<file path="config.mk">
export PLATFORM = sky130hd
export DESIGN_NAME = solenoid_pulse_buzz_driver_unit
export DESIGN_NICKNAME = d
export VERILOG_FILES = /design/src/sv/spbd_pkg.sv /design/src/sv/spbd_cell.sv /design/src/sv/solenoid_pulse_buzz_driver_unit.sv
export SDC_FILE = /design/constraint.sdc
export NUM_CORES = 1
export LEC_CHECK = 0
export ABC_CLOCK_PERIOD_IN_PS = 7850
export BUFFER_PORTS_ARGS = -buffer_cell sky130_fd_sc_hd__buf_2
export CORE_MARGIN = 10
export CORE_UTILIZATION = 30
export CTS_CLUSTER_DIAMETER = 200
export DETAILED_ROUTE_END_ITERATION = 12
export PLACE_DENSITY_LB_ADDON = 0.12
export SYNTH_ARGS = -nofsm -noshare
export SYNTH_HDL_FRONTEND = slang
export SYNTH_SLANG_ARGS = --single-unit
</file>
<file path="constraint.sdc">
create_clock -name i_clk -period 7.85 [get_ports i_clk]
set_input_delay 0.785 -clock i_clk [delete_from_list [all_inputs] [get_ports i_clk]]
set_output_delay 0.785 -clock i_clk [all_outputs]
set_load 0.005 [all_outputs]
</file>
<file path="src/sv/spbd_pkg.sv">
// shared types, codes and reset values of the solenoid pulse buzz driver
package spbd_pkg;

    // default channel count and widths fixed by the item and register fields
    localparam int CHANNELS_DEF = 4;
    localparam int IDX_W        = 3;   // holds any channel index up to eight channels
    localparam int FUNC_W       = 3;
    localparam int CFG_IDX_W    = 3;
    localparam int CFG_DATA_W   = 8;
    localparam int TICK_W       = 9;

    typedef logic [IDX_W-1:0] t_idx;

    // item function codes
    localparam logic [FUNC_W-1:0] FN_TICK     = 3'd0;
    localparam logic [FUNC_W-1:0] FN_FIRE_ANY = 3'd1;
    localparam logic [FUNC_W-1:0] FN_FIRE_IDX = 3'd2;
    localparam logic [FUNC_W-1:0] FN_STOP     = 3'd3;
    localparam logic [FUNC_W-1:0] FN_SHUTDOWN = 3'd4;

    // register indexes
    localparam logic [CFG_IDX_W-1:0] REG_BUZZ_EN   = 3'd0;
    localparam logic [CFG_IDX_W-1:0] REG_DWELL     = 3'd1;
    localparam logic [CFG_IDX_W-1:0] REG_ON_TICKS  = 3'd2;
    localparam logic [CFG_IDX_W-1:0] REG_OFF_TICKS = 3'd3;
    localparam logic [CFG_IDX_W-1:0] REG_PICK_MODE = 3'd4;
    localparam logic [CFG_IDX_W-1:0] REG_ACT_LVL   = 3'd5;

    // register reset values
    localparam logic       RST_BUZZ_EN   = 1'b0;
    localparam logic [7:0] RST_DWELL     = 8'd12;
    localparam logic [7:0] RST_ON_TICKS  = 8'd4;
    localparam logic [7:0] RST_OFF_TICKS = 8'd4;
    localparam logic       RST_PICK_MODE = 1'b0;
    localparam logic [3:0] RST_ACT_LVL   = 4'hF;

    typedef struct packed {
        logic       buzz_en;
        logic [7:0] dwell;
        logic [7:0] on_ticks;
        logic [7:0] off_ticks;
        logic       pick_mode;
    } t_cfg;

    // command token walking down the row of channel cells
    typedef struct packed {
        logic              valid;
        logic [FUNC_W-1:0] func;
        t_idx              tgt;
        logic              tgt_ok;
        logic              idle_only;
        logic              claimed;
    } t_tok;

endpackage

</file>
<file path="src/sv/spbd_cell.sv">
// one channel cell: click cycle state of a single solenoid, passes the token on
module spbd_cell #(
    parameter int   IDX     = 0,
    parameter logic RST_PIN = 1'b0
) (
    input  logic              i_clk,
    input  logic              i_rst_n,
    input  spbd_pkg::t_cfg    i_cfg,
    input  logic              i_level,
    input  spbd_pkg::t_tok    i_tok,
    output spbd_pkg::t_tok    o_tok,
    output logic              o_pin,
    output logic              o_busy
);

    localparam spbd_pkg::t_idx MY_IDX = spbd_pkg::t_idx'(IDX);
    localparam int TW = spbd_pkg::TICK_W;

    logic          r_run, n_run;
    logic          r_energ, n_energ;
    logic          r_pin, n_pin;
    logic [TW-1:0] r_el, n_el;
    logic [TW-1:0] r_ph, n_ph;
    logic          r_tok_v;
    spbd_pkg::t_tok r_tok, n_tok;

    logic [TW-1:0] w_period;
    logic [TW-1:0] w_el_inc;
    logic [TW-1:0] w_ph_inc;
    logic          w_hit;
    logic          w_refuse;

    assign w_period = {1'b0, i_cfg.on_ticks} + {1'b0, i_cfg.off_ticks};
    assign w_el_inc = (r_el != {TW{1'b1}}) ? r_el + TW'(1) : r_el;
    assign w_ph_inc = ((r_ph + TW'(1)) >= w_period) ? '0 : r_ph + TW'(1);
    assign w_hit    = i_tok.tgt_ok && (i_tok.tgt == MY_IDX);
    // refire rule: running blocks in plain mode, energized blocks in buzz mode
    assign w_refuse = i_cfg.buzz_en ? r_energ : r_run;

    always_comb begin
        n_run   = r_run;
        n_energ = r_energ;
        n_pin   = r_pin;
        n_el    = r_el;
        n_ph    = r_ph;
        n_tok   = i_tok;
        if (i_tok.valid) begin
            unique case (i_tok.func)
                spbd_pkg::FN_TICK: begin
                    if (r_run) begin
                        n_el = w_el_inc;
                        n_ph = w_ph_inc;
                        if (w_el_inc > {1'b0, i_cfg.dwell}) begin
                            n_pin   = ~i_level;
                            n_run   = 1'b0;
                            n_energ = 1'b0;
                        end else if (i_cfg.buzz_en) begin
                            if (w_ph_inc < {1'b0, i_cfg.on_ticks}) begin
                                if (!r_energ) begin
                                    n_energ = 1'b1;
                                    n_pin   = i_level;
                                end
                            end else if (r_energ) begin
                                n_energ = 1'b0;
                                n_pin   = ~i_level;
                            end
                        end
                    end
                end
                spbd_pkg::FN_FIRE_ANY: begin
                    if (!i_cfg.pick_mode) begin
                        if (w_hit && (!r_run || !i_tok.idle_only) && !w_refuse) begin
                            n_run   = 1'b1;
                            n_energ = 1'b1;
                            n_el    = '0;
                            n_ph    = '0;
                            n_pin   = i_level;
                        end
                    end else if (!i_tok.claimed && !r_run) begin
                        n_tok.claimed = 1'b1;
                        if (!w_refuse) begin
                            n_run   = 1'b1;
                            n_energ = 1'b1;
                            n_el    = '0;
                            n_ph    = '0;
                            n_pin   = i_level;
                        end
                    end
                end
                spbd_pkg::FN_FIRE_IDX: begin
                    if (w_hit && !w_refuse) begin
                        n_run   = 1'b1;
                        n_energ = 1'b1;
                        n_el    = '0;
                        n_ph    = '0;
                        n_pin   = i_level;
                    end
                end
                spbd_pkg::FN_STOP: begin
                    if (w_hit) begin
                        n_pin   = ~i_level;
                        n_run   = 1'b0;
                        n_energ = 1'b0;
                    end
                end
                spbd_pkg::FN_SHUTDOWN: begin
                    n_pin = ~i_level;
                end
                default: begin
                end
            endcase
        end
    end

    always_ff @(posedge i_clk) begin
        if (!i_rst_n) begin
            r_run   <= 1'b0;
            r_energ <= 1'b0;
            r_pin   <= RST_PIN;
            r_el    <= '0;
            r_ph    <= '0;
            r_tok_v <= 1'b0;
        end else begin
            r_run   <= n_run;
            r_energ <= n_energ;
            r_pin   <= n_pin;
            r_el    <= n_el;
            r_ph    <= n_ph;
            r_tok_v <= i_tok.valid;
        end
    end

    always_ff @(posedge i_clk) begin
        r_tok <= n_tok;
    end

    always_comb begin
        o_tok       = r_tok;
        o_tok.valid = r_tok_v;
    end

    assign o_pin  = r_pin;
    assign o_busy = r_run;

endmodule

</file>
<file path="src/sv/solenoid_pulse_buzz_driver_unit.sv">
// top level of the multi-channel solenoid pulse and buzz driver
//
// usage
//   input channel (i_valid / o_ready) takes one item: a function code, a
//   channel number and a random value. codes: tick, fire any idle channel,
//   fire given channel, stop given channel, shutdown.
//   output channel (o_valid / i_ready) returns one item per input item: the
//   drive level of every pin and the busy mask, sampled after the update.
//   the register port (i_cfg_we, i_cfg_idx, i_cfg_data) writes the addressed register.
// timing
//   an accepted item passes the pick stage (random channel number), then a
//   command token walks the row of channel cells, one cell per cycle. the
//   result is loaded into the output register once the token has left the
//   last cell and the register is free; only then is the next item taken,
//   so no new item enters before the last one is through; the walk sets the item rate.
// reset
//   synchronous, active low: all channels idle, pins inactive, registers at
//   their defaults, no result pending.
// stall
//   the result sits in an output register; a new item is still taken while
//   it waits. a finished walk holds until that register is free.
module solenoid_pulse_buzz_driver_unit #(
    parameter int CHANNELS = spbd_pkg::CHANNELS_DEF
) (
    input  logic                                i_clk,
    input  logic                                i_rst_n,
    // input items
    input  logic                                i_valid,
    output logic                                o_ready,
    input  logic [spbd_pkg::FUNC_W-1:0]         i_func,
    input  logic [1:0]                          i_channel,
    input  logic [7:0]                          i_random_pick,
    // result items
    output logic                                o_valid,
    input  logic                                i_ready,
    output logic [3:0]                          o_pin_levels,
    output logic [3:0]                          o_busy_mask,
    // register writes
    input  logic                                i_cfg_we,
    input  logic [spbd_pkg::CFG_IDX_W-1:0]      i_cfg_idx,
    input  logic [spbd_pkg::CFG_DATA_W-1:0]     i_cfg_data
);

    // reciprocal for value modulo CHANNELS: q = (value * RECIP) >> 16 is exact
    // for 8-bit values and up to eight channels
    localparam int          RECIP_I = (65536 + CHANNELS - 1) / CHANNELS;
    localparam logic [16:0] RECIP   = 17'(RECIP_I);

    localparam logic [1:0] ST_IDLE = 2'd0;
    localparam logic [1:0] ST_PICK = 2'd1;
    localparam logic [1:0] ST_WALK = 2'd2;
    localparam logic [1:0] ST_HOLD = 2'd3;

    logic [1:0] r_state, n_state;

    // configuration registers
    spbd_pkg::t_cfg r_cfg;
    logic [3:0]     r_act_lvl;

    // captured item
    logic [spbd_pkg::FUNC_W-1:0] r_func;
    logic [1:0]                  r_chan;
    logic [7:0]                  r_rnd;
    logic [7:0]                  r_q;

    logic [24:0] w_prod;
    logic [10:0] w_mul;
    logic [10:0] w_rem;

    // token injected into cell zero
    logic           r_inj_v;
    spbd_pkg::t_tok r_inj;
    spbd_pkg::t_tok w_tok [CHANNELS+1];

    logic [CHANNELS-1:0] w_level;
    logic [CHANNELS-1:0] w_pin;
    logic [CHANNELS-1:0] w_busy;
    logic [CHANNELS:0]   w_tok_v;

    // output register
    logic       r_out_v;
    logic [3:0] r_pins;
    logic [3:0] r_busy;
    logic [3:0] w_pins;
    logic [3:0] w_busym;
    logic       w_accept;
    logic       w_out_free;
    logic       w_load;
    logic       w_last_v;

    assign w_accept   = i_valid && o_ready;
    assign o_ready    = (r_state == ST_IDLE);
    assign w_out_free = !r_out_v || i_ready;
    assign w_last_v   = w_tok[CHANNELS].valid;
    assign w_load     = ((r_state == ST_WALK && w_last_v) || r_state == ST_HOLD) && w_out_free;

    // first step of the modulo: the quotient, registered before the back multiply
    assign w_prod = 25'(i_random_pick) * 25'(RECIP);
    assign w_mul  = 11'(r_q) * 11'(CHANNELS);
    assign w_rem  = 11'(r_rnd) - w_mul;

    always_ff @(posedge i_clk) begin
        if (!i_rst_n) begin
            r_cfg.buzz_en   <= spbd_pkg::RST_BUZZ_EN;
            r_cfg.dwell     <= spbd_pkg::RST_DWELL;
            r_cfg.on_ticks  <= spbd_pkg::RST_ON_TICKS;
            r_cfg.off_ticks <= spbd_pkg::RST_OFF_TICKS;
            r_cfg.pick_mode <= spbd_pkg::RST_PICK_MODE;
            r_act_lvl       <= spbd_pkg::RST_ACT_LVL;
        end else if (i_cfg_we) begin
            unique case (i_cfg_idx)
                spbd_pkg::REG_BUZZ_EN:   r_cfg.buzz_en   <= i_cfg_data[0];
                spbd_pkg::REG_DWELL:     r_cfg.dwell     <= i_cfg_data;
                spbd_pkg::REG_ON_TICKS:  r_cfg.on_ticks  <= i_cfg_data;
                spbd_pkg::REG_OFF_TICKS: r_cfg.off_ticks <= i_cfg_data;
                spbd_pkg::REG_PICK_MODE: r_cfg.pick_mode <= i_cfg_data[0];
                spbd_pkg::REG_ACT_LVL:   r_act_lvl       <= i_cfg_data[3:0];
                default: begin
                end
            endcase
        end
    end

    // sequencer: idle -> pick -> walk (-> hold while the output is full)
    always_comb begin
        n_state = r_state;
        unique case (r_state)
            ST_IDLE: if (w_accept) n_state = ST_PICK;
            ST_PICK: n_state = ST_WALK;
            ST_WALK: begin
                if (w_last_v) n_state = w_out_free ? ST_IDLE : ST_HOLD;
            end
            ST_HOLD: if (w_out_free) n_state = ST_IDLE;
            default: n_state = ST_IDLE;
        endcase
    end

    always_ff @(posedge i_clk) begin
        if (!i_rst_n) begin
            r_state <= ST_IDLE;
            r_inj_v <= 1'b0;
            r_out_v <= 1'b0;
        end else begin
            r_state <= n_state;
            r_inj_v <= (r_state == ST_PICK);
            if (w_load) begin
                r_out_v <= 1'b1;
            end else if (i_ready) begin
                r_out_v <= 1'b0;
            end
        end
    end

    always_ff @(posedge i_clk) begin
        if (w_accept) begin
            r_func <= i_func;
            r_chan <= i_channel;
            r_rnd  <= i_random_pick;
            r_q    <= w_prod[23:16];
        end
        if (r_state == ST_PICK) begin
            // the valid flag of the injected token comes from r_inj_v
            r_inj.valid     <= 1'b1;
            r_inj.func      <= r_func;
            // random pick targets value modulo CHANNELS, the others the given channel
            r_inj.tgt       <= (r_func == spbd_pkg::FN_FIRE_ANY)
                               ? spbd_pkg::t_idx'(w_rem) : spbd_pkg::t_idx'(r_chan);
            r_inj.tgt_ok    <= (r_func == spbd_pkg::FN_FIRE_ANY)
                               || (4'(r_chan) < 4'(CHANNELS));
            // with a single channel a random pick (pick mode 0) skips the idle check; the refire rule still applies
            r_inj.idle_only <= (CHANNELS > 1);
            r_inj.claimed   <= 1'b0;
        end
        if (w_load) begin
            r_pins <= w_pins;
            r_busy <= w_busym;
        end
    end

    always_comb begin
        w_tok[0]       = r_inj;
        w_tok[0].valid = r_inj_v;
    end

    // row of channel cells, token handed from cell to cell each cycle
    for (genvar g = 0; g < CHANNELS; g++) begin : g_cell
        if (g < 4) begin : g_lvl
            assign w_level[g] = r_act_lvl[g];
        end else begin : g_lvl_hi
            // channels above the fourth are active high
            assign w_level[g] = 1'b1;
        end

        spbd_cell #(
            .IDX     (g),
            .RST_PIN ((g < 4) ? ~spbd_pkg::RST_ACT_LVL[g % 4] : 1'b0)
        ) u_cell (
            .i_clk   (i_clk),
            .i_rst_n (i_rst_n),
            .i_cfg   (r_cfg),
            .i_level (w_level[g]),
            .i_tok   (w_tok[g]),
            .o_tok   (w_tok[g+1]),
            .o_pin   (w_pin[g]),
            .o_busy  (w_busy[g])
        );
    end

    for (genvar g = 0; g <= CHANNELS; g++) begin : g_tv
        assign w_tok_v[g] = w_tok[g].valid;
    end

    // only the first four channels are visible at the outputs
    for (genvar g = 0; g < 4; g++) begin : g_out
        if (g < CHANNELS) begin : g_used
            assign w_pins[g]  = w_pin[g];
            assign w_busym[g] = w_busy[g];
        end else begin : g_unused
            assign w_pins[g]  = 1'b0;
            assign w_busym[g] = 1'b0;
        end
    end

    assign o_valid      = r_out_v;
    assign o_pin_levels = r_pins;
    assign o_busy_mask  = r_busy;

`ifndef SYNTHESIS
    // at most one command token is ever in the cell row
    a_one_token: assert property (@(posedge i_clk) disable iff (!i_rst_n)
        $countones(w_tok_v) <= 1)
        else $error("more than one token in the cell row");

    // no token is in flight while a new item can be taken
    a_idle_empty: assert property (@(posedge i_clk) disable iff (!i_rst_n)
        o_ready |-> (w_tok_v == '0))
        else $error("token in flight while taking a new item");

    // a token leaving the last cell with room at the output yields a result
    a_result: assert property (@(posedge i_clk) disable iff (!i_rst_n)
        (r_state == ST_WALK && w_last_v && w_out_free) |=> o_valid)
        else $error("finished walk did not produce a result");

    // an accepted item always enters the row after the pick stage
    a_inject: assert property (@(posedge i_clk) disable iff (!i_rst_n)
        w_accept |=> ##1 r_inj_v)
        else $error("token not injected after item accept");
`endif

endmodule
</file>
==> key figures, run 1 <==
Outcome
  • Status: finished clean

Timing
  • Final hold vios: 0
  • Slew margin rel.: 0.301
  • Fmax: 0.163 GHz
  • Pins over their slew limit: 0
  • Fin crit period: 6.14 ns
  • Fin Clk Skew: 0.0181 ns
  • Final WS setup: 1.71 ns
  • RSZ-0062 raised after global routing: no
  • Endpoints failing setup: 0
  • Setup TNS: 0 ns
  • Slew @ Worst Pin: about 1.0 ns
  • Final worst-path cycle share: 0.782

Run
  • MaxCap Viol Count: 0

Logic synthesis
  • YS warnings: 0
  • Sequential area share after synthesis: 0.331
  • Most common cell in the synthesized netlist: nor2_1
  • Synth cell count leaders: nor2_1 (148), dfxtp_1 (140), nand2_1 (125)
  • Syn Inst Count: 1234
  • Register bit total from synthesis: 160
  • Most used flip-flop cell after synthesis: dfxtp_1
  • Ys async rst share: 0
  • Synthesized area: ~10000 sq um
  • Synth Area per Inst: 8.32 sq um
  • Yosys top cell by area: dfxtp_1
  • Post-synth EDFFs: 20
  • Top cells by area, synth: dfxtp_1 (27%), ha_1 (12%), edfxtp_1 (5.8%)
  • Post-synth net total: 1364
  • Synth top area share: 0.273
  • Netlist cell types: 80

Clock network
  • Skew-Pair Late Insertion Delay: roughly 0.44 ns
  • Clk slew on worst S/H paths: 0.08 ns
  • TritonCTS clock tree: yes
  • Setup bufs post-CTS: 0
  • Clock sinks: 160
  • Deepest clock path buffer count: 2
  • H-Tree Depth: 4
  • Post-CTS Resized: 0
  • CTS Buf Count: 17
  • Cts hold-fix bufs: 0
  • Root Buffer: clkbuf_16

Power and ir drop
  • Peak supply drop: 0.179 mV
  • Cell Pwr Density: 162 nW/um^2
  • Leak pwr: about 0.0046 uW

Routing
  • Met2 wire len: 13.6 mm
  • DRC errors left: 0
  • WL/cell: ~17 microns
  • Vias per Instance: 5.08
  • Met3 wire length: around 620 microns
  • Post-Route WL: 28.9 mm
  • Routed via count: 8695
  • Drt first pass iters: 5
  • Initial drt markers: ~470
  • Post-route ant nets: 0
  • Max layer used: met4
  • Metal-1 WL: 14.4 mm

Floorplanning
  • IO Pins: 39
  • Die area: 42000 sq um
  • Core area: between 30000 and 40000 sq um
  • Initial core utilization: 0.305
  • Die height: 205 microns
  • Chip width: 205 microns
  • Row Count: 67

Global routing
  • GRT Util Overall: 0.139
  • Global route overflow: 0
  • Via count of the first global-routing pass: between 8000 and 9000
  • Largest net degree at the start of global routing: 61
  • Initial antenna violation count: 0
  • First-pass GRT wire length: ~46 mm

Place
  • RD Place Congestion: approximately 0.83
  • HPWL Detailed: 22.0 mm
  • Pre-CTS setup slack: roughly 1.7 ns
  • Port buffer count: 32
  • Placed Area: between 10000 and 15000 sq um

Worst hold path
  • Worst min path class: flip-flop to flip-flop
  • Hold path start: g_cell[0].u_cell.o_tok[4]$_DFF_P_

Worst setup path
  • Critical path required time: 8.21 ns
  • Worst Setup End Kind: flip-flop
  • Startpoint types: flip-flop
  • Arrival @ worst endpoint: 6.50 ns
  • Crit-path max FO: 9
  • Crit path kind: flip-flop to flip-flop
  • Reg2reg start: r_cfg[9]$_SDFFE_PN0P_
  • Crit path launch: r_cfg[9]$_SDFFE_PN0P_

Final layout
  • Area growth, synth to finish: 11.8%
  • Share of layout cells above drive strength 1: 0.0807
  • # diodes: 0
  • Final net count: 1381
  • Final instance area: 11500 sq um
[critical path: stages, from the launching register on]
cell and delay [ns]:
dfxtp_1 0.63, ha_1 0.28, inv_1 0.06, fa_1 0.39, nand2b_1 0.17, nand2_1 0.07, a21oi_1 0.07, xor2_1 0.51
ha_1 0.24, o21ai_0 0.07, o21bai_1 0.14, a21oi_1 0.11, o221ai_1 0.25, a31oi_1 0.19, nor2_2 0.36, nor2b_1 0.13
ha_1 0.20, a21o_1 0.18, a21o_1 0.17, a21o_1 0.17, a2111oi_0 0.40, nor3_1 0.14, a211oi_2 0.33, nand4_1 0.13
mux2_1 0.33, and3_1 0.19, o22ai_1 0.15
[cells in the final DEF, fill, tap and decap left out, types with 7 or more instances in the layout]
cell type  instances
a21o_1            16
a21oi_1          108
a22oi_1           27
a31oi_1            9
and2_1            14
and3_1            20
buf_2             32
buf_4              7
clkbuf_16         17
dfxtp_1          140
edfxtp_1          20
ha_1             100
inv_1             32
mux2_2            10
mux2i_1           11
nand2_1          125
nand2b_1          19
nand3_1           45
nand3b_1          10
nand4_1           18
nor2_1           148
nor2b_1           28
nor3_1            28
nor3b_1           19
o211ai_1          16
o21a_1            19
o21ai_0           41
o21bai_1           8
xnor2_1           45
xor2_1            21
[where the power goes]
part | total [uW] | switching (uW) | internal [uW]
Sequential | 857 | 15.5 | 842
Combinational | 158 | 103 | 54.9
Clock | 840 | 411 | 429
[layout make-up]
class | instances | area, sq um
sequential | 160 | 3400
fill | 3585 | 22200
clock buffer | 17 | 425
clock inverter | 15 | 169
tap | 448 | 561
timing repair buffer | 39 | 213
multi-input combinational | 1000 | 6590
inverter | 33 | 125
[final timing paths]
path                                                       endpoint  slack (ns)  cells after the start
worst max-delay path            g_cell[0].u_cell.o_pin$_SDFFE_PN0P_        1.71                     26
worst min-delay path              g_cell[1].u_cell.o_tok[4]$_DFF_P_        0.35                      0
worst max register to register  g_cell[0].u_cell.o_pin$_SDFFE_PN0P_        1.71                     26
worst min register to register    g_cell[1].u_cell.o_tok[4]$_DFF_P_        0.35                      0
[kinds of logic after synthesis]
| group | count (synthesis) | synth area share |
|---|---|---|
| simple gates | 503 | 0.239 |
| fa+ha+maj | 103 | 0.126 |
| xor+xnor | 66 | 0.0563 |
| buf+inv | 74 | 0.0273 |
| compound gates | 305 | 0.196 |
| mux | 23 | 0.0239 |
| flops | 160 | 0.331 |
[per-layer routing]
| layer | vias up | GRT usage |
|---|---|---|
| met5 | - | 0 |
| met4 | 0 | 0.0247 |
| met3 | 14 | 0.0239 |
| met2 | 75 | 0.232 |
| met1 | 4101 | 0.184 |
| li1 | 4505 | - |
[registers in the layout, indices dropped and copies added, names as in the netlist, 5 cells and up]
register / cells
g_cell.u_cell.r_el: 36
g_cell.u_cell.r_ph: 36
r_cfg: 26
g_cell.u_cell.o_tok: 18
r_inj: 5
[per-stage QoR]
stage                util  power (uW)  hold slack [ns]  cells
finish              0.341        1860            0.347   1712
global route        0.341        1940            0.366   1712
CTS                 0.341        1890            0.360   1712
detailed placement  0.323        1040            0.339   1680
global placement    0.323        1040            0.337   1680
floorplan               -         982            0.323   1234
Note: power is estimated with default switching activity, not from simulation.
==> run 2, diff against run 1 <==
--- a/config.mk
+++ b/config.mk
@@ -5,7 +5,8 @@
 export SDC_FILE = /design/constraint.sdc
 export NUM_CORES = 1
 export LEC_CHECK = 0
-export ABC_CLOCK_PERIOD_IN_PS = 7850
+export ABC_AREA = 1
+export ABC_CLOCK_PERIOD_IN_PS = 5900
 export BUFFER_PORTS_ARGS = -buffer_cell sky130_fd_sc_hd__buf_2
 export CORE_MARGIN = 10
 export CORE_UTILIZATION = 30
==> constraint.sdc (replaced) <==
create_clock -name i_clk -period 5.9 [get_ports i_clk]
set_input_delay 0.59 -clock i_clk [delete_from_list [all_inputs] [get_ports i_clk]]
set_output_delay 0.59 -clock i_clk [all_outputs]
set_load 0.005 [all_outputs]
==> key figures, run 2 <==
Global routing
  • First-pass GRT wire length: 48.9 mm
  • Initial antenna violation count: 1
  • GRT Util Overall: 0.141
  • Largest net degree at the start of global routing: 65
  • Global route overflow: 0
  • Via count of the first global-routing pass: 9122

Floorplanning
  • Die area: 42900 sq um
  • Initial core utilization: 0.304
  • Core area: between 30000 and 40000 sq um
  • Chip width: 207 microns
  • Die height: 207 microns
  • Row Count: 68
  • IO Pins: 39

Timing
  • Fmax: 0.204 GHz
  • Slew @ Worst Pin: about 0.88 ns
  • RSZ-0062 raised after global routing: no
  • Final WS setup: 1.00 ns
  • Slew margin rel.: 0.408
  • Hold Slack: 0.324 ns
  • Setup TNS: 0 ns
  • Fin Clk Skew: 0.0107 ns
  • Final worst-path cycle share: 0.831
  • Endpoints failing setup: 0
  • Pins over their slew limit: 0
  • Fin crit period: 4.90 ns
  • Final hold vios: 0

Worst hold path
  • Worst min path class: input pin to flip-flop
  • Hold path start: i_random_pick[1]

Logic synthesis
  • Register bit total from synthesis: 160
  • Yosys top cell by area: dfxtp_1
  • Syn Inst Count: approximately 1500
  • YS warnings: 0
  • Synth Area per Inst: 6.97 sq um
  • Synthesized area: around 10000 sq um
  • Post-synth net total: between 1500 and 2000
  • Most common cell in the synthesized netlist: nand2_1
  • Top cells by area, synth: dfxtp_1 (27%), nand2_1 (13%), ha_1 (12%)
  • Sequential area share after synthesis: 0.324
  • Synth top area share: 0.267
  • Synth cell count leaders: nand2_1 (373), inv_1 (198), nor2_1 (157)
  • Most used flip-flop cell after synthesis: dfxtp_1
  • Ys async rst share: 0
  • Post-synth EDFFs: 20
  • Netlist cell types: 60

Final layout
  • Area growth, synth to finish: 11.4%
  • Top Registers: g_cell.u_cell.r_el (36), g_cell.u_cell.r_ph (36), r_cfg (26)
  • Share of layout cells above drive strength 1: 0.0769
  • # diodes: 0
  • Most common cell after layout, fill and taps aside: nand2_1
  • Most frequent cells in the layout: nand2_1 (373), inv_1 (197), nor2_1 (157)
  • Final net count: ~1700

Clock network
  • TritonCTS clock tree: yes
  • Clock sinks: 160
  • Deepest clock path buffer count: 2
  • Root Buffer: clkbuf_16
  • Setup bufs post-CTS: 0
  • Cts hold-fix bufs: 0
  • CTS Buf Count: 17
  • H-Tree Depth: 4
  • Post-CTS Resized: 0
  • Clk slew on worst S/H paths: 0.07 ns
  • Skew-Pair Late Insertion Delay: 0.44 ns

Place
  • Port buffer count: 32
  • RD Place Congestion: 0.858
  • Pre-CTS setup slack: between 0.9 and 1 ns
  • HPWL Detailed: 23.1 mm

Worst setup path
  • R2R depth: 29
  • Most frequent CP cell: nand2_1
  • Crit path launch: r_cfg[10]$_SDFFE_PN0P_
  • Arrival @ worst endpoint: around 5.2 ns
  • Critical path's slowest cell: fa_1
  • Crit path capture: g_cell[1].u_cell.o_pin$_SDFFE_PN0P_
  • Crit-path max FO: 7
  • Worst Setup End Kind: flip-flop
  • Reg2reg start: r_cfg[10]$_SDFFE_PN0P_
  • Startpoint types: flip-flop
  • Crit Reg-Reg Endpoint: g_cell[1].u_cell.o_pin$_SDFFE_PN0P_
  • R2r setup slk: roughly 1.0 ns
  • Crit path kind: flip-flop to flip-flop
  • Critical path required time: about 6.2 ns
  • Slowest cell delay on critical path: 0.48 ns

Power and ir drop
  • Clock network fraction of total power: 0.429
  • Peak supply drop: 0.184 mV
  • Sw power: 735 uW
  • Cell Pwr Density: approximately 220 nW/um^2
  • Seq pwr share: 0.457
  • Switching Share: 0.288
  • Combinational share of power: 0.114
  • Leak pwr: 0.00519 uW
  • Int Power: about 1800 uW

Routing
  • Routed via count: 9474
  • Post-route ant nets: 0
  • Vias per Instance: 4.73
  • Initial drt markers: about 550
  • Post-Route WL: 30.3 mm
  • Drt first pass iters: 5
  • DRC errors left: 0
  • WL/cell: ~15 microns

Run
  • MaxCap Viol Count: 0

Outcome
  • Status: finished clean
[run 2: cell count changes after synthesis, sizes merged, moves of 19 or more]
cell    previous run  this run
xnor2             45        10
inv               32       205
and3              20         1
clkbuf            38        16
nand3             45        92
a21oi            108       130
nand2b            19         0
nor2b             28         0
nor2             149       168
o21ai             44        64
nand2            125       384
a22oi             27         0
[run 2: how the worst min path moves through the flow]
stage | cells past startpoint | slack [ns] | end
3_3_place_gp | 0 | 0.34 | g_cell[2].u_cell.o_tok[4]$_DFF_P_
2_1_floorplan | 0 | 0.33 | g_cell[2].u_cell.o_tok[8]$_DFF_P_
6_report | 1 | 0.32 | r_rnd[1]$_DFFE_PP_
5_1_grt | 1 | 0.30 | r_func[0]$_DFFE_PP_
4_1_cts | 1 | 0.30 | r_chan[1]$_DFFE_PP_
3_5_place_dp | 0 | 0.35 | g_cell[2].u_cell.o_tok[4]$_DFF_P_
[run 2: final cells by class]
type	count	area [sq um]
Multi-Input combinational cell	1112	6190
Sequential cell	160	3400
Inverter	208	783
Fill cell	3785	22800
Timing Repair Buffer	35	183
Clock buffer	19	433
Clock inverter	13	130
Tap cell	455	569
[run 2: power groups by stage]
stage / clock network (uW) / registers (uW) / logic (uW)
2_1_floorplan: 0 / 1180 / 212
3_3_place_gp: 0 / 1190 / 292
3_5_place_dp: 0 / 1190 / 294
4_1_cts: 1140 / 1170 / 296
5_1_grt: 1170 / 1170 / 336
6_report: 1100 / 1170 / 292
[run 2: worst max-delay path: cells and delay by family, from the launching register on]
family | cells | cell delay (ns)
xor gates and xnor gates | 1 | 0.45
DFF | 1 | 0.33
adders and majority gates | 3 | 1.13
AOI/OAI and AO/OA | 5 | 0.89
and+or+nand+nor | 18 | 1.69
buffers and inverters | 2 | 0.28
[run 2: cells by family (layout without fill, tap and decap cells)]
group	after synthesis	after routing	share of synthesized area
muxes	4	4	0.00429
buffers and inverters	234	275	0.0858
DFF	160	160	0.324
and+or+nand+nor	722	722	0.300
AOI/OAI and AO/OA	242	242	0.128
xor gates and xnor gates	43	43	0.0366
adders and majority gates	101	101	0.121
[run 2: metrics by stage]
stage          instance area [sq um]   util  power (uW)  cells
6_report                       11700  0.339        2560   2002
2_1_floorplan                  10500      -        1390   1506
4_1_cts                        11700  0.339        2600   2002
3_5_place_dp                   11100  0.322        1490   1970
3_3_place_gp                   11100  0.322        1480   1970
5_1_grt                        11700  0.339        2680   2002
[run 2: routing by layer]
metal / track usage / vias up / wire, microns
li1: - / 5003 / -
met1: 0.184 / 4313 / 15000
met2: 0.229 / 121 / 13700
met3: 0.0223 / 35 / 886
met4: 0.0494 / 2 / 701
met5: 0 / - / 7
==> run 3, diff against run 2 <==
--- a/config.mk
+++ b/config.mk
@@ -6,7 +6,7 @@
 export NUM_CORES = 1
 export LEC_CHECK = 0
 export ABC_AREA = 1
-export ABC_CLOCK_PERIOD_IN_PS = 5900
+export ABC_CLOCK_PERIOD_IN_PS = 4600
 export BUFFER_PORTS_ARGS = -buffer_cell sky130_fd_sc_hd__buf_2
 export CORE_MARGIN = 10
 export CORE_UTILIZATION = 30
==> constraint.sdc (replaced) <==
create_clock -name i_clk -period 4.6 [get_ports i_clk]
set_input_delay 0.46 -clock i_clk [delete_from_list [all_inputs] [get_ports i_clk]]
set_output_delay 0.46 -clock i_clk [all_outputs]
set_load 0.005 [all_outputs]
==> key figures, run 3 (synthesis gave the netlist of run 2 again) <==
Power and ir drop
  • Combinational share of power: 0.123
  • Sw power: about 950 uW
  • Switching Share: 0.278
  • Clock network fraction of total power: 0.438
  • Int Power: 2470 uW
  • Peak supply drop: 0.252 mV
  • Cell Pwr Density: 280 nW/um^2
  • Leak pwr: 0.00534 uW
  • Tot Pwr: roughly 3400 uW
  • Seq pwr share: 0.439

Worst hold path
  • Hold path start: i_random_pick[1]
  • Hold endpoint: r_rnd[1]$_DFFE_PP_
  • Worst min path class: input pin to flip-flop
  • Hold Crit Depth: 1

Worst setup path
  • Critical path's slowest cell: fa_2
  • Crit path kind: flip-flop to flip-flop
  • Arrival @ worst endpoint: 4.67 ns
  • Most frequent CP cell: nand2_1
  • Critical path required time: 4.92 ns
  • R2r setup slk: 0.25 ns
  • Crit Reg-Reg Endpoint: g_cell[0].u_cell.o_pin$_SDFFE_PN0P_
  • Slowest cell delay on critical path: 0.38 ns
  • Crit-path max FO: 4
  • Reg2reg start: r_cfg[9]$_SDFFE_PN0P_
  • Startpoint types: flip-flop
  • Worst Setup End Kind: flip-flop
  • R2R depth: 32

Clock network
  • Clock sinks: 160
  • H-Tree Depth: 4
  • CTS Buf Count: 17
  • Deepest clock path buffer count: 2
  • Clk slew on worst S/H paths: 0.07 ns
  • TritonCTS clock tree: yes
  • Skew-Pair Late Insertion Delay: 0.44 ns
  • Root Buffer: clkbuf_16

Run
  • MaxCap Viol Count: 0

Final layout
  • Area growth, synth to finish: 16.3%
  • Share of layout cells above drive strength 1: 0.126
  • Top Registers: g_cell.u_cell.r_el (36), g_cell.u_cell.r_ph (36), r_cfg (26)
  • Final core utilization: 0.353
  • Final instance area: around 12000 sq um
  • Final net count: 1684
  • Most frequent cells in the layout: nand2_1 (364), inv_1 (195), nor2_1 (145)
  • Most common cell after layout, fill and taps aside: nand2_1

Floorplanning
  • Initial core utilization: 0.304
  • Row Count: 68
  • Die area: 42900 sq um
  • Chip width: 207 microns
  • Die height: between 200 and 250 microns
  • IO Pins: 39
  • Core area: 34500 sq um

Routing
  • Routed via count: 9637
  • DRC errors left: 0
  • Drt first pass iters: 5
  • Post-route ant nets: 0
  • WL/cell: about 15 microns
  • Initial drt markers: 526
  • Vias per Instance: 4.76
  • Post-Route WL: a little over 30 mm

Global routing
  • First-pass GRT wire length: 49.8 mm
  • GRT Util Overall: 0.143
  • Via count of the first global-routing pass: between 9000 and 10000
  • Largest net degree at the start of global routing: 41
  • Initial antenna violation count: 2
  • Global route overflow: 0

Outcome
  • Status: finished clean

Timing
  • Slew margin rel.: 0.447
  • Endpoints failing setup: 0
  • Hold Slack: 0.188 ns
  • Final hold vios: 0
  • Fmax: 0.230 GHz
  • RSZ-0062 raised after global routing: yes
  • Slew @ Worst Pin: ~0.83 ns
  • Final worst-path cycle share: 0.947
  • Fin Clk Skew: 0.00998 ns
  • Fin crit period: approximately 4.4 ns
  • Pins over their slew limit: 0

Place
  • Port buffer count: 32
  • HPWL Detailed: 23.5 mm
  • Placed Area: roughly 11000 sq um
  • RD Place Congestion: 0.859
[run 3: power groups by stage]
stage	registers, uW	clock network [uW]	logic, uW
floorplan	1520	0	272
global placement	1530	0	390
detailed placement	1530	0	394
CTS	1500	1540	396
global route	1500	1590	483
finish	1500	1500	421
[run 3: worst max-delay path: cells and delay by family, from the launching register on]
family          cells  cell delay [ns]
simple gates       16             1.20
fa+ha+maj           4             1.07
compound gates      6             0.90
buf+inv             5             0.56
flops               1             0.35
xor+xnor            1             0.15
[run 3: worst max path at each step]
| stage | startpoint | end | slack, ns | cells after the start |
|---|---|---|---|---|
| 5_1_grt | r_cfg[9]$_SDFFE_PN0P_ | g_cell[3].u_cell.o_pin$_SDFFE_PN0P_ | -0.06 | 33 |
| 2_1_floorplan | r_cfg[9]$_SDFFE_PN0P_ | g_cell[1].u_cell.o_pin$_SDFFE_PN0P_ | 0.54 | 30 |
| 4_1_cts | r_cfg[1]$_SDFFE_PN0P_ | g_cell[1].u_cell.o_pin$_SDFFE_PN0P_ | 0.0003 | 33 |
| 6_report | r_cfg[9]$_SDFFE_PN0P_ | g_cell[0].u_cell.o_pin$_SDFFE_PN0P_ | 0.25 | 32 |
| 3_5_place_dp | r_cfg[1]$_SDFFE_PN0P_ | g_cell[1].u_cell.o_pin$_SDFFE_PN0P_ | -0.07 | 32 |
| 3_3_place_gp | r_cfg[1]$_SDFFE_PN0P_ | g_cell[1].u_cell.o_pin$_SDFFE_PN0P_ | -0.09 | 32 |
[run 3: final cells by class]
cell class / instances / area (sq um)
repair buffers: 55 / 340
clock inverters: 11 / 158
inverters: 208 / 788
well taps: 455 / 569
diodes: 1 / 2.50
flip-flops and latches: 160 / 3410
clock buffers: 21 / 440
multi-input cells: 1112 / 6500
fillers: 3787 / 22300
[run 3: metal layers]
metal  up-vias  GRT usage  part of all wire  wire length, microns
li1       5045          -                 -                     -
met1      4442      0.184              0.48                 14900
met2       112      0.236              0.47                 14600
met3        36     0.0221             0.028                   857
met4         2     0.0524             0.022                   698
met5         -          0           0.00042                    13
[run 3: metrics by stage]
| stage | instances | setup WS (ns) | TNS (ns) |
|---|---|---|---|
| after floorplan | 1506 | 0.541 | 0 |
| after global placement | 1986 | -0.0947 | -0.0947 |
| after detailed placement | 1986 | -0.0715 | -0.0715 |
| after CTS | 2018 | 0.000301 | 0 |
| after global routing | 2023 | -0.0600 | -0.148 |
| final | 2023 | 0.245 | 0 |
[run 3: what timing repair did]
item                       in CTS  in global routing
resized for setup               4                 73
setup endpoints to repair       1                  8
cloned                          0                  0
setup buffers                   0                  5
pin swaps                       0                 34
hold buffers                    0                  0
